## config.mk

```make
export PLATFORM = sky130hd
export DESIGN_NAME = polygon_fan_triangulator
export DESIGN_NICKNAME = d
export VERILOG_FILES = /design/src/sv/pft_pkg.sv /design/src/sv/polygon_fan_triangulator.sv
export SDC_FILE = /design/constraint.sdc
export NUM_CORES = 2
export LEC_CHECK = 0
export ABC_AREA = 1
export BUFFER_PORTS_ARGS = -buffer_cell sky130_fd_sc_hd__buf_2
export CAP_MARGIN = 25
export CORE_AREA = 2 2 584 586
export DETAILED_ROUTE_END_ITERATION = 12
export DIE_AREA = 0 0 586 588
export SYNTH_ARGS = -nofsm -noshare
export SYNTH_HDL_FRONTEND = slang
export SYNTH_SLANG_ARGS = --single-unit
```

## constraint.sdc

```tcl
create_clock -name clk -period 42.1 [get_ports clk]
set_input_delay 6.315 -clock clk [delete_from_list [all_inputs] [get_ports clk]]
set_output_delay 6.315 -clock clk [all_outputs]
set_load 0.01 [all_outputs]
```

## src/sv/pft_pkg.sv

```systemverilog
// Shared types and constants for the polygon fan triangulator.
// Holds the sequencer state type, component indexes, register indexes and vertex count values.
// No dependencies.
package pft_pkg;

	typedef enum logic [2:0] {
		ST_IDLE,
		ST_DIFF,
		ST_CROSS,
		ST_DOT,
		ST_FLUSH,
		ST_EMIT
	} pft_state_t;

	typedef logic [1:0] comp_idx_t;

	localparam comp_idx_t COMP_X = 2'd0;
	localparam comp_idx_t COMP_Y = 2'd1;
	localparam comp_idx_t COMP_Z = 2'd2;

	typedef logic [1:0] reg_idx_t;

	localparam reg_idx_t REG_NORMAL_X = 2'd0;
	localparam reg_idx_t REG_NORMAL_Y = 2'd1;
	localparam reg_idx_t REG_NORMAL_Z = 2'd2;

	typedef logic [1:0] pt_count_t;

	localparam pt_count_t CNT_NONE  = 2'd0;
	localparam pt_count_t CNT_APEX  = 2'd1;
	localparam pt_count_t CNT_READY = 2'd2;

endpackage

```

## src/sv/polygon_fan_triangulator.sv

```systemverilog
// Polygon fan triangulator: one fan triangle per vertex from the third on,
// wound to face a configured plane normal. Depends on pft_pkg.
// The first and second vertex of a loop are only stored; a later vertex runs the
// sequencer through difference, cross, dot, flush and emit states, and the next
// vertex is taken once it is back in idle. The one shared multiplier makes 6 passes
// for (e2 x n) and D digit passes for each of the three terms of e1 . (e2 x n),
// with D = ceil((COORD_WIDTH + NORMAL_WIDTH + 2) / NORMAL_WIDTH) (D = 4 at defaults).
// Asynchronous reset clears the vertex count, sequencer and output valid, and sets
// the normal to +z.
module polygon_fan_triangulator #(
	parameter int COORD_WIDTH  = 32,
	parameter int NORMAL_WIDTH = 16
) (
	input  logic                           clk,
	input  logic                           arst_n,
	input  logic                           cfg_we,
	input  pft_pkg::reg_idx_t              cfg_index,
	input  logic signed [NORMAL_WIDTH-1:0] cfg_data,
	input  logic                           pt_valid,
	output logic                           pt_ready,
	input  logic signed [COORD_WIDTH-1:0]  point_x,
	input  logic signed [COORD_WIDTH-1:0]  point_y,
	input  logic signed [COORD_WIDTH-1:0]  point_z,
	input  logic                           loop_end,
	output logic                           tri_valid,
	input  logic                           tri_ready,
	output logic signed [COORD_WIDTH-1:0]  apex_x,
	output logic signed [COORD_WIDTH-1:0]  apex_y,
	output logic signed [COORD_WIDTH-1:0]  apex_z,
	output logic signed [COORD_WIDTH-1:0]  second_x,
	output logic signed [COORD_WIDTH-1:0]  second_y,
	output logic signed [COORD_WIDTH-1:0]  second_z,
	output logic signed [COORD_WIDTH-1:0]  third_x,
	output logic signed [COORD_WIDTH-1:0]  third_y,
	output logic signed [COORD_WIDTH-1:0]  third_z,
	output logic                           final_triangle
);
	import pft_pkg::*;

	localparam int CW  = COORD_WIDTH;
	localparam int NW  = NORMAL_WIDTH;
	localparam int DW  = CW + 1;              // edge vector component
	localparam int WW  = DW + NW + 1;         // component of e2 x n
	localparam int DIG = (WW + NW - 1) / NW;  // digits of w per dot term
	localparam int SW  = (DIG > 2) ? $clog2(DIG) : 1;
	localparam int PW  = DW + NW + 1;         // one partial product
	localparam int AW  = DW + WW + 2;         // full dot product
	localparam int XW  = DIG * NW;            // w sign-extended to whole digits

	localparam logic signed [NW-1:0] NRM_ONE = {2'b01, {(NW-2){1'b0}}};

	// state
	pft_state_t state_q, state_nxt;
	pt_count_t  cnt_q;

	logic signed [NW-1:0] nrm_q [3];
	logic signed [NW-1:0] nrm_eff [3];

	logic signed [CW-1:0] anc_q [3];
	logic signed [CW-1:0] prv_q [3];
	logic signed [CW-1:0] cur_q [3];
	logic                 last_q;
	logic signed [DW-1:0] e1_q [3];
	logic signed [DW-1:0] e2_q [3];
	logic signed [WW-1:0] w_q [3];
	logic signed [AW-1:0] acc_q;
	logic                 swap_q;

	comp_idx_t     comp_q;
	logic [SW-1:0] sub_q;

	// product stage
	logic                 pv_s1;
	logic signed [PW-1:0] prod_s1;
	logic                 neg_s1;
	logic [SW-1:0]        dig_s1;
	logic                 wr_s1;
	comp_idx_t            wi_s1;
	logic                 fin_s1;

	// output register
	logic                 tri_valid_q;
	logic                 final_q;
	logic signed [CW-1:0] apex_q [3];
	logic signed [CW-1:0] sec_q [3];
	logic signed [CW-1:0] thd_q [3];

	logic pt_acc;
	logic issue;
	logic emit_go;
	logic last_sub;
	logic is_dot;

	comp_idx_t comp_p1, comp_p2, a_idx, b_idx;
	logic signed [DW-1:0] mul_a;
	logic signed [NW:0]   mul_b;
	logic signed [PW-1:0] prod;
	logic signed [XW-1:0] w_ext;
	logic [NW-1:0]        w_dig;
	logic signed [AW-1:0] p_ext, p_sh, acc_nxt;
	logic                 nrm_zero;

	always_comb begin
		nrm_zero   = (nrm_q[0] == '0) && (nrm_q[1] == '0) && (nrm_q[2] == '0);
		nrm_eff[0] = nrm_zero ? '0 : nrm_q[0];
		nrm_eff[1] = nrm_zero ? '0 : nrm_q[1];
		nrm_eff[2] = nrm_zero ? NRM_ONE : nrm_q[2];
	end

	// sequencer: next state
	always_comb begin
		state_nxt = state_q;
		unique case (state_q)
			ST_IDLE:  if (pt_valid && cnt_q == CNT_READY) state_nxt = ST_DIFF;
			ST_DIFF:  state_nxt = ST_CROSS;
			ST_CROSS: if (last_sub && comp_q == COMP_Z) state_nxt = ST_DOT;
			ST_DOT:   if (last_sub && comp_q == COMP_Z) state_nxt = ST_FLUSH;
			ST_FLUSH: state_nxt = ST_EMIT;
			ST_EMIT:  if (!tri_valid_q || tri_ready) state_nxt = ST_IDLE;
			default:  state_nxt = ST_IDLE;
		endcase
	end

	// sequencer: outputs
	always_comb begin
		pt_ready = 1'b0;
		issue    = 1'b0;
		emit_go  = 1'b0;
		is_dot   = 1'b0;
		unique case (state_q)
			ST_IDLE:  pt_ready = 1'b1;
			ST_CROSS: issue = 1'b1;
			ST_DOT: begin
				issue  = 1'b1;
				is_dot = 1'b1;
			end
			ST_EMIT:  emit_go = !tri_valid_q || tri_ready;
			default: ;
		endcase
	end

	assign pt_acc   = pt_valid && pt_ready;
	assign last_sub = is_dot ? (sub_q == SW'(DIG - 1)) : (sub_q == SW'(1));

	always_comb begin
		comp_p1 = (comp_q == COMP_Z) ? COMP_X : comp_idx_t'(comp_q + 2'd1);
		comp_p2 = (comp_q == COMP_X) ? COMP_Z : comp_idx_t'(comp_q - 2'd1);
	end

	// operand selection for the shared multiplier
	always_comb begin
		w_ext = XW'(w_q[comp_q]);
		w_dig = '0;
		for (int j = 0; j < DIG; j++) begin
			if (sub_q == SW'(j)) w_dig = w_ext[j*NW +: NW];
		end
		// w = e2 x n: term one is e2[c+1]*n[c+2], term two subtracts e2[c+2]*n[c+1]
		a_idx = sub_q[0] ? comp_p2 : comp_p1;
		b_idx = sub_q[0] ? comp_p1 : comp_p2;
		if (is_dot) begin
			mul_a = e1_q[comp_q];
			// low digits are unsigned, the top digit carries the sign
			mul_b = (sub_q == SW'(DIG - 1)) ? {w_dig[NW-1], w_dig} : {1'b0, w_dig};
		end else begin
			mul_a = e2_q[a_idx];
			mul_b = {nrm_eff[b_idx][NW-1], nrm_eff[b_idx]};
		end
		prod = PW'(mul_a) * PW'(mul_b);
	end

	// accumulate
	always_comb begin
		p_ext = {{(AW-PW){prod_s1[PW-1]}}, prod_s1};
		p_sh  = p_ext;
		for (int j = 0; j < DIG; j++) begin
			if (dig_s1 == SW'(j)) p_sh = p_ext <<< (j * NW);
		end
		acc_nxt = neg_s1 ? (acc_q - p_sh) : (acc_q + p_sh);
	end

	always_ff @(posedge clk or negedge arst_n) begin
		if (!arst_n) begin
			state_q     <= ST_IDLE;
			cnt_q       <= CNT_NONE;
			comp_q      <= COMP_X;
			sub_q       <= '0;
			pv_s1       <= 1'b0;
			tri_valid_q <= 1'b0;
			nrm_q[0]    <= '0;
			nrm_q[1]    <= '0;
			nrm_q[2]    <= NRM_ONE;
		end else begin
			state_q <= state_nxt;
			pv_s1   <= issue;
			if (cfg_we) begin
				unique case (cfg_index)
					REG_NORMAL_X: nrm_q[0] <= cfg_data;
					REG_NORMAL_Y: nrm_q[1] <= cfg_data;
					REG_NORMAL_Z: nrm_q[2] <= cfg_data;
					default: ;
				endcase
			end
			if (pt_acc) begin
				unique case (cnt_q)
					CNT_NONE:  cnt_q <= loop_end ? CNT_NONE : CNT_APEX;
					CNT_APEX:  cnt_q <= loop_end ? CNT_NONE : CNT_READY;
					CNT_READY: cnt_q <= loop_end ? CNT_NONE : CNT_READY;
					default:   cnt_q <= CNT_NONE;
				endcase
			end
			if (state_q == ST_DIFF) begin
				comp_q <= COMP_X;
				sub_q  <= '0;
			end else if (issue) begin
				if (last_sub) begin
					sub_q  <= '0;
					comp_q <= comp_p1;
				end else begin
					sub_q <= sub_q + SW'(1);
				end
			end
			if (emit_go) begin
				tri_valid_q <= 1'b1;
			end else if (tri_ready) begin
				tri_valid_q <= 1'b0;
			end
		end
	end

	// datapath
	always_ff @(posedge clk) begin
		if (pt_acc) begin
			if (cnt_q == CNT_NONE) begin
				anc_q[0] <= point_x;
				anc_q[1] <= point_y;
				anc_q[2] <= point_z;
			end
			if (cnt_q == CNT_APEX) begin
				prv_q[0] <= point_x;
				prv_q[1] <= point_y;
				prv_q[2] <= point_z;
			end
			cur_q[0] <= point_x;
			cur_q[1] <= point_y;
			cur_q[2] <= point_z;
			last_q   <= loop_end;
		end

		if (state_q == ST_DIFF) begin
			for (int k = 0; k < 3; k++) begin
				e1_q[k] <= {prv_q[k][CW-1], prv_q[k]} - {anc_q[k][CW-1], anc_q[k]};
				e2_q[k] <= {cur_q[k][CW-1], cur_q[k]} - {anc_q[k][CW-1], anc_q[k]};
			end
		end

		prod_s1 <= prod;
		neg_s1  <= !is_dot && sub_q[0];
		dig_s1  <= is_dot ? sub_q : '0;
		wr_s1   <= !is_dot && last_sub;
		wi_s1   <= comp_q;
		fin_s1  <= is_dot && last_sub && comp_q == COMP_Z;

		if (state_q == ST_DIFF) begin
			acc_q <= '0;
		end else if (pv_s1) begin
			if (wr_s1) begin
				w_q[wi_s1] <= acc_nxt[WW-1:0];
				acc_q      <= '0;
			end else if (fin_s1) begin
				// negative dot product: triangle faces away, swap the last two
				swap_q <= acc_nxt[AW-1];
			end else begin
				acc_q <= acc_nxt;
			end
		end

		if (emit_go) begin
			for (int k = 0; k < 3; k++) begin
				apex_q[k] <= anc_q[k];
				sec_q[k]  <= swap_q ? cur_q[k] : prv_q[k];
				thd_q[k]  <= swap_q ? prv_q[k] : cur_q[k];
				prv_q[k]  <= cur_q[k];
			end
			final_q <= last_q;
		end
	end

	assign tri_valid      = tri_valid_q;
	assign apex_x         = apex_q[0];
	assign apex_y         = apex_q[1];
	assign apex_z         = apex_q[2];
	assign second_x       = sec_q[0];
	assign second_y       = sec_q[1];
	assign second_z       = sec_q[2];
	assign third_x        = thd_q[0];
	assign third_y        = thd_q[1];
	assign third_z        = thd_q[2];
	assign final_triangle = final_q;

endmodule
```

==> results.txt <==
The flow ran to the end, and the final reports show no timing, DRC or antenna violations. Setup repair after global routing left no endpoint under its margin. The highest metal layer with signal wires is met5. The die extent in x is 586 um, and the clock sink total is 1128. Entering global routing, the biggest net connects 227 pins.

After the first detailed-routing iteration, the DRC count stood at 6410. The proportion of synthesized flip-flops having asynchronous set or reset was 0.05230. The count of pins over their slew limit was 0; the count of instances resized after the clock tree is built was 0. The run gives 10370 as the post-synthesis net count.

Top flip-flop cell by instance count after synthesis: edfxtp_1. The tools report the combined global-route utilization of all metal layers as 0.1639. In the final routed layout, each cell accounts on average for 20.39 um. The worst relative slew slack is 0.2988, and the maximum fanout along the worst path is 35.

In the final design database the tool counted 10690 nets. Summed over all failing endpoints, the final setup total negative slack is 0 ps. The last element of the critical path was prod_s1[47]$_DFF_P_. Setup violations remaining at the end of the flow were counted as 0. Post-detailed-route via-to-cell ratio: 4.651.

The root cell of the clock tree is clkbuf_16. The number of library cell types mapped by synthesis is 53. The most critical setup path has its startpoint at comp_q[0]$_DFFE_PN0P_. During synthesis, Yosys emitted a total of 0 warnings. Number of global-route vias before repair: 63790.

Routed wire length on met3: 21290 um. Number of cells in the design after placement: 14030. On the critical path the largest part of the delay comes from adder cells. Based on the critical path, the design can be clocked at up to 99.79 MHz. The largest stage delay on the critical path is 660 ps, and the count of standard-cell rows is 214. The placer's final routability congestion estimate was 0.9639; the count of input and output buffers was 410. After synthesis the cells add up to 81000 um2.

Dividing the synthesized area by the synthesized cell count gives 8.711 um2. For the pin with the worst max-slew slack, the measured transition is 1052 ps. After detailed routing, the met2 layer carries 129100 um of wire. Counting flops with a built-in enable in the synthesized netlist gives 927.

Length of the first detailed-routing pass in iterations: 6. The run gives 0 as the number of endpoints with negative hold slack in the final report. The tools report the post-synthesis sequential area ratio as 0.3970. Share of the synthesized area in the top cell type: 0.3437. The critical path in this run is classified as reg -> reg. Counting both buffers and inverters, the worst setup path holds a total of 9. The I/O pin count is 411, and the part of the cycle the worst path needs is 0.2380. After technology mapping, the gate count stands at 9298.

Required time at the worst-slack endpoint: 42730 ps. The share of final-layout standard cells stronger than drive strength 1 was 0.07831. Relative to the synthesized area, the layout overhead comes to 14.03%. The worst setup path is captured at a flop. The first global-routing pass estimated 423900 um of wire.

The die is 588 um tall. The number of register bits inferred by synthesis was 1128; the worst endpoint data arrival time was 10660 ps. With fillers left out, the area of the finished cells amounts to 92360 um2.

The dominant cell type by area after synthesis was edfxtp_1. The placement-stage cell area is 88200 um2, and the via total after detailed routing is 66360. Hold timing on the final database bottoms out at a slack of 419.2 ps. Across the run, the number of max-cap violations was 0.

The number of gates on the worst path with buffers counted came out at 32. The residual antenna-violating net count after detailed routing is 0, and the placeable core region is 338400 um2. The worst setup path is launched from a flop. The tools report the total number of H-tree levels as 3. The worst flop-to-flop path endpoint is prod_s1[47]$_DFF_P_.

The floorplan step defined a die boundary enclosing 344600 um2. The tools report the post-CTS setup repair buffer count as 0. In the post-synthesis netlist, the biggest area contributors are edfxtp_1 (34%), fa_1 (13%), nand2_1 (8.4%).

TritonCTS built the clock tree. The number of cells on the worst reg-to-reg path is 32. The number of antenna violations at the first check in global routing was 19.

The path class of the tightest hold or removal check is reg -> reg. Counting along the longest clock path gives a buffer depth of 3. Clock latency on the worst-skew pair, taken at its later pin, is 810 ps. The logs give 61.58 ps for the worst setup skew after layout and 118 for the CTS buffer count.

After detailed routing, the number of remaining DRC violations is 0. The run gives 14270 as the post-layout instance count excluding filler cells. The slowest stage cell on the critical path was dfrtp_2.

The time the worst path needs with I/O delays and setup works out to 10020 ps. After legalization and detailed placement, the total HPWL measured 234000 um. The routed wire length is 290900 um, and the clock input transition at the sequential cells of the worst setup and hold paths is 70 ps. The starting utilization of the core area is 0.2393.

The number of hold buffers added after CTS was 0. After global routing the overflow that remains totals 0. Routed metal-1 wirelength: 127700 um. The setup check on the worst reg-to-reg path leaves a slack of 32080 ps. The tools report the startpoint of the worst register-to-register path as comp_q[0]$_DFFE_PN0P_.
[kinds of logic after synthesis]
family | Yosys count | share of synthesized area
XOR/XNOR | 332 | 0.03590
AO/OA/AOI/OAI | 1716 | 0.1168
AND/OR/NAND/NOR | 3408 | 0.1704
flip-flops | 1128 | 0.3970
buffers and inverters | 1765 | 0.08288
adder cells (fa/ha/maj) | 949 | 0.1970
[area by class of cell]
class | instances | area, um2
timing repair buffer | 483 | 2653
multi-input combinational | 6405 | 42190
sequential | 1128 | 32160
clock buffer | 143 | 3141
antenna | 14 | 35.03
tap | 4536 | 5675
clock inverter | 76 | 922.1
fill | 36430 | 246100
inverter | 1483 | 5585
[cells in the mapped netlist, types with 13 or more instances]
cell	instances
a211oi_1	15
o21a_1	56
a21boi_0	46
o2111ai_1	13
a21o_1	23
nand3_2	14
clkbuf_1	222
ha_1	405
nand3_1	314
o21ai_0	741
edfxtp_1	927
or2_2	23
nor3_1	63
o22ai_1	13
dfxtp_1	142
nand2_1	1822
xnor2_1	87
o21bai_1	47
a21oi_1	611
o31ai_1	14
nor2_1	1041
xor2_1	245
nand4_1	50
buf_1	22
buf_2	29
a2111oi_0	18
o211ai_1	57
dfrtp_1	58
nor4_1	35
fa_1	544
inv_1	1464
a31oi_1	40
[metrics by stage]
stage                       util  setup WS (ps)
final                     0.2729          32080
after global routing      0.2728          31390
after CTS                 0.2726          31830
after detailed placement  0.2606          31480
after global placement    0.2606          31430
after floorplan                -          19770
[metal layers]
metal / track usage / vias to the layer above
met5: 0 / -
met1: 0.2256 / 32320
met2: 0.2571 / 2643
met4: 0.06145 / 16
li1: - / 30950
met3: 0.02643 / 436
[worst register-to-register path: cells and delay by family, from the launching register on]
family	cells	cell delay, ps
and+or+nand+nor	5	740
adders and majority gates	8	3690
DFF	1	660
buffers and inverters	9	2490
AOI/OAI and AO/OA	9	2150
xor gates and xnor gates	1	160
[cell usage in the layout (no fill, tap or decap), types with 40 or more instances in the layout]
master / Yosys / layout
a21oi_1: 611 / 611
nor3_1: 63 / 61
a31oi_1: 40 / 40
o21a_1: 56 / 56
buf_4: 5 / 70
o21bai_1: 47 / 47
inv_1: 1464 / 1460
clkbuf_16: 0 / 121
ha_1: 405 / 405
dfrtp_1: 58 / 56
dfxtp_1: 142 / 142
xnor2_1: 87 / 87
o211ai_1: 57 / 57
xor2_1: 245 / 245
fa_1: 544 / 544
nand3_1: 314 / 314
nor2_1: 1041 / 1037
nand2_1: 1822 / 1821
edfxtp_1: 927 / 927
nand4_1: 50 / 50
a21boi_0: 46 / 46
buf_2: 29 / 410
o21ai_0: 741 / 740
[flip-flops by register name, indices dropped and copies added (netlist names), 2 cells and up]
register,count
anc_q,96
acc_q,85
dig_s1,2
thd_q,96
comp_q,2
cur_q,96
apex_q,96
e1_q,99
prv_q,96
nrm_q,48
wi_s1,2
prod_s1,50
sub_q,2
cnt_q,2
state_q,3
w_q,150
e2_q,99
sec_q,96
[how the worst min path moves through the flow]
| stage | start | end | slack (ps) | depth (start not counted) |
|---|---|---|---|---|
| 2_1_floorplan | last_q$_DFFE_PP_ | final_triangle$_DFFE_PP_ | 400 | 0 |
| 3_3_place_gp | last_q$_DFFE_PP_ | final_triangle$_DFFE_PP_ | 410 | 0 |
| 3_5_place_dp | last_q$_DFFE_PP_ | final_triangle$_DFFE_PP_ | 400 | 0 |
| 4_1_cts | anc_q[0][37]$_DFFE_PP_ | apex_q[0][37]$_DFFE_PP_ | 420 | 0 |
| 5_1_grt | last_q$_DFFE_PP_ | final_triangle$_DFFE_PP_ | 430 | 0 |
| 6_report | anc_q[0][37]$_DFFE_PP_ | apex_q[0][37]$_DFFE_PP_ | 420 | 0 |
Power is not shown: default switching activity piles up to over one toggle a cycle in this logic, so the estimate is an artifact.
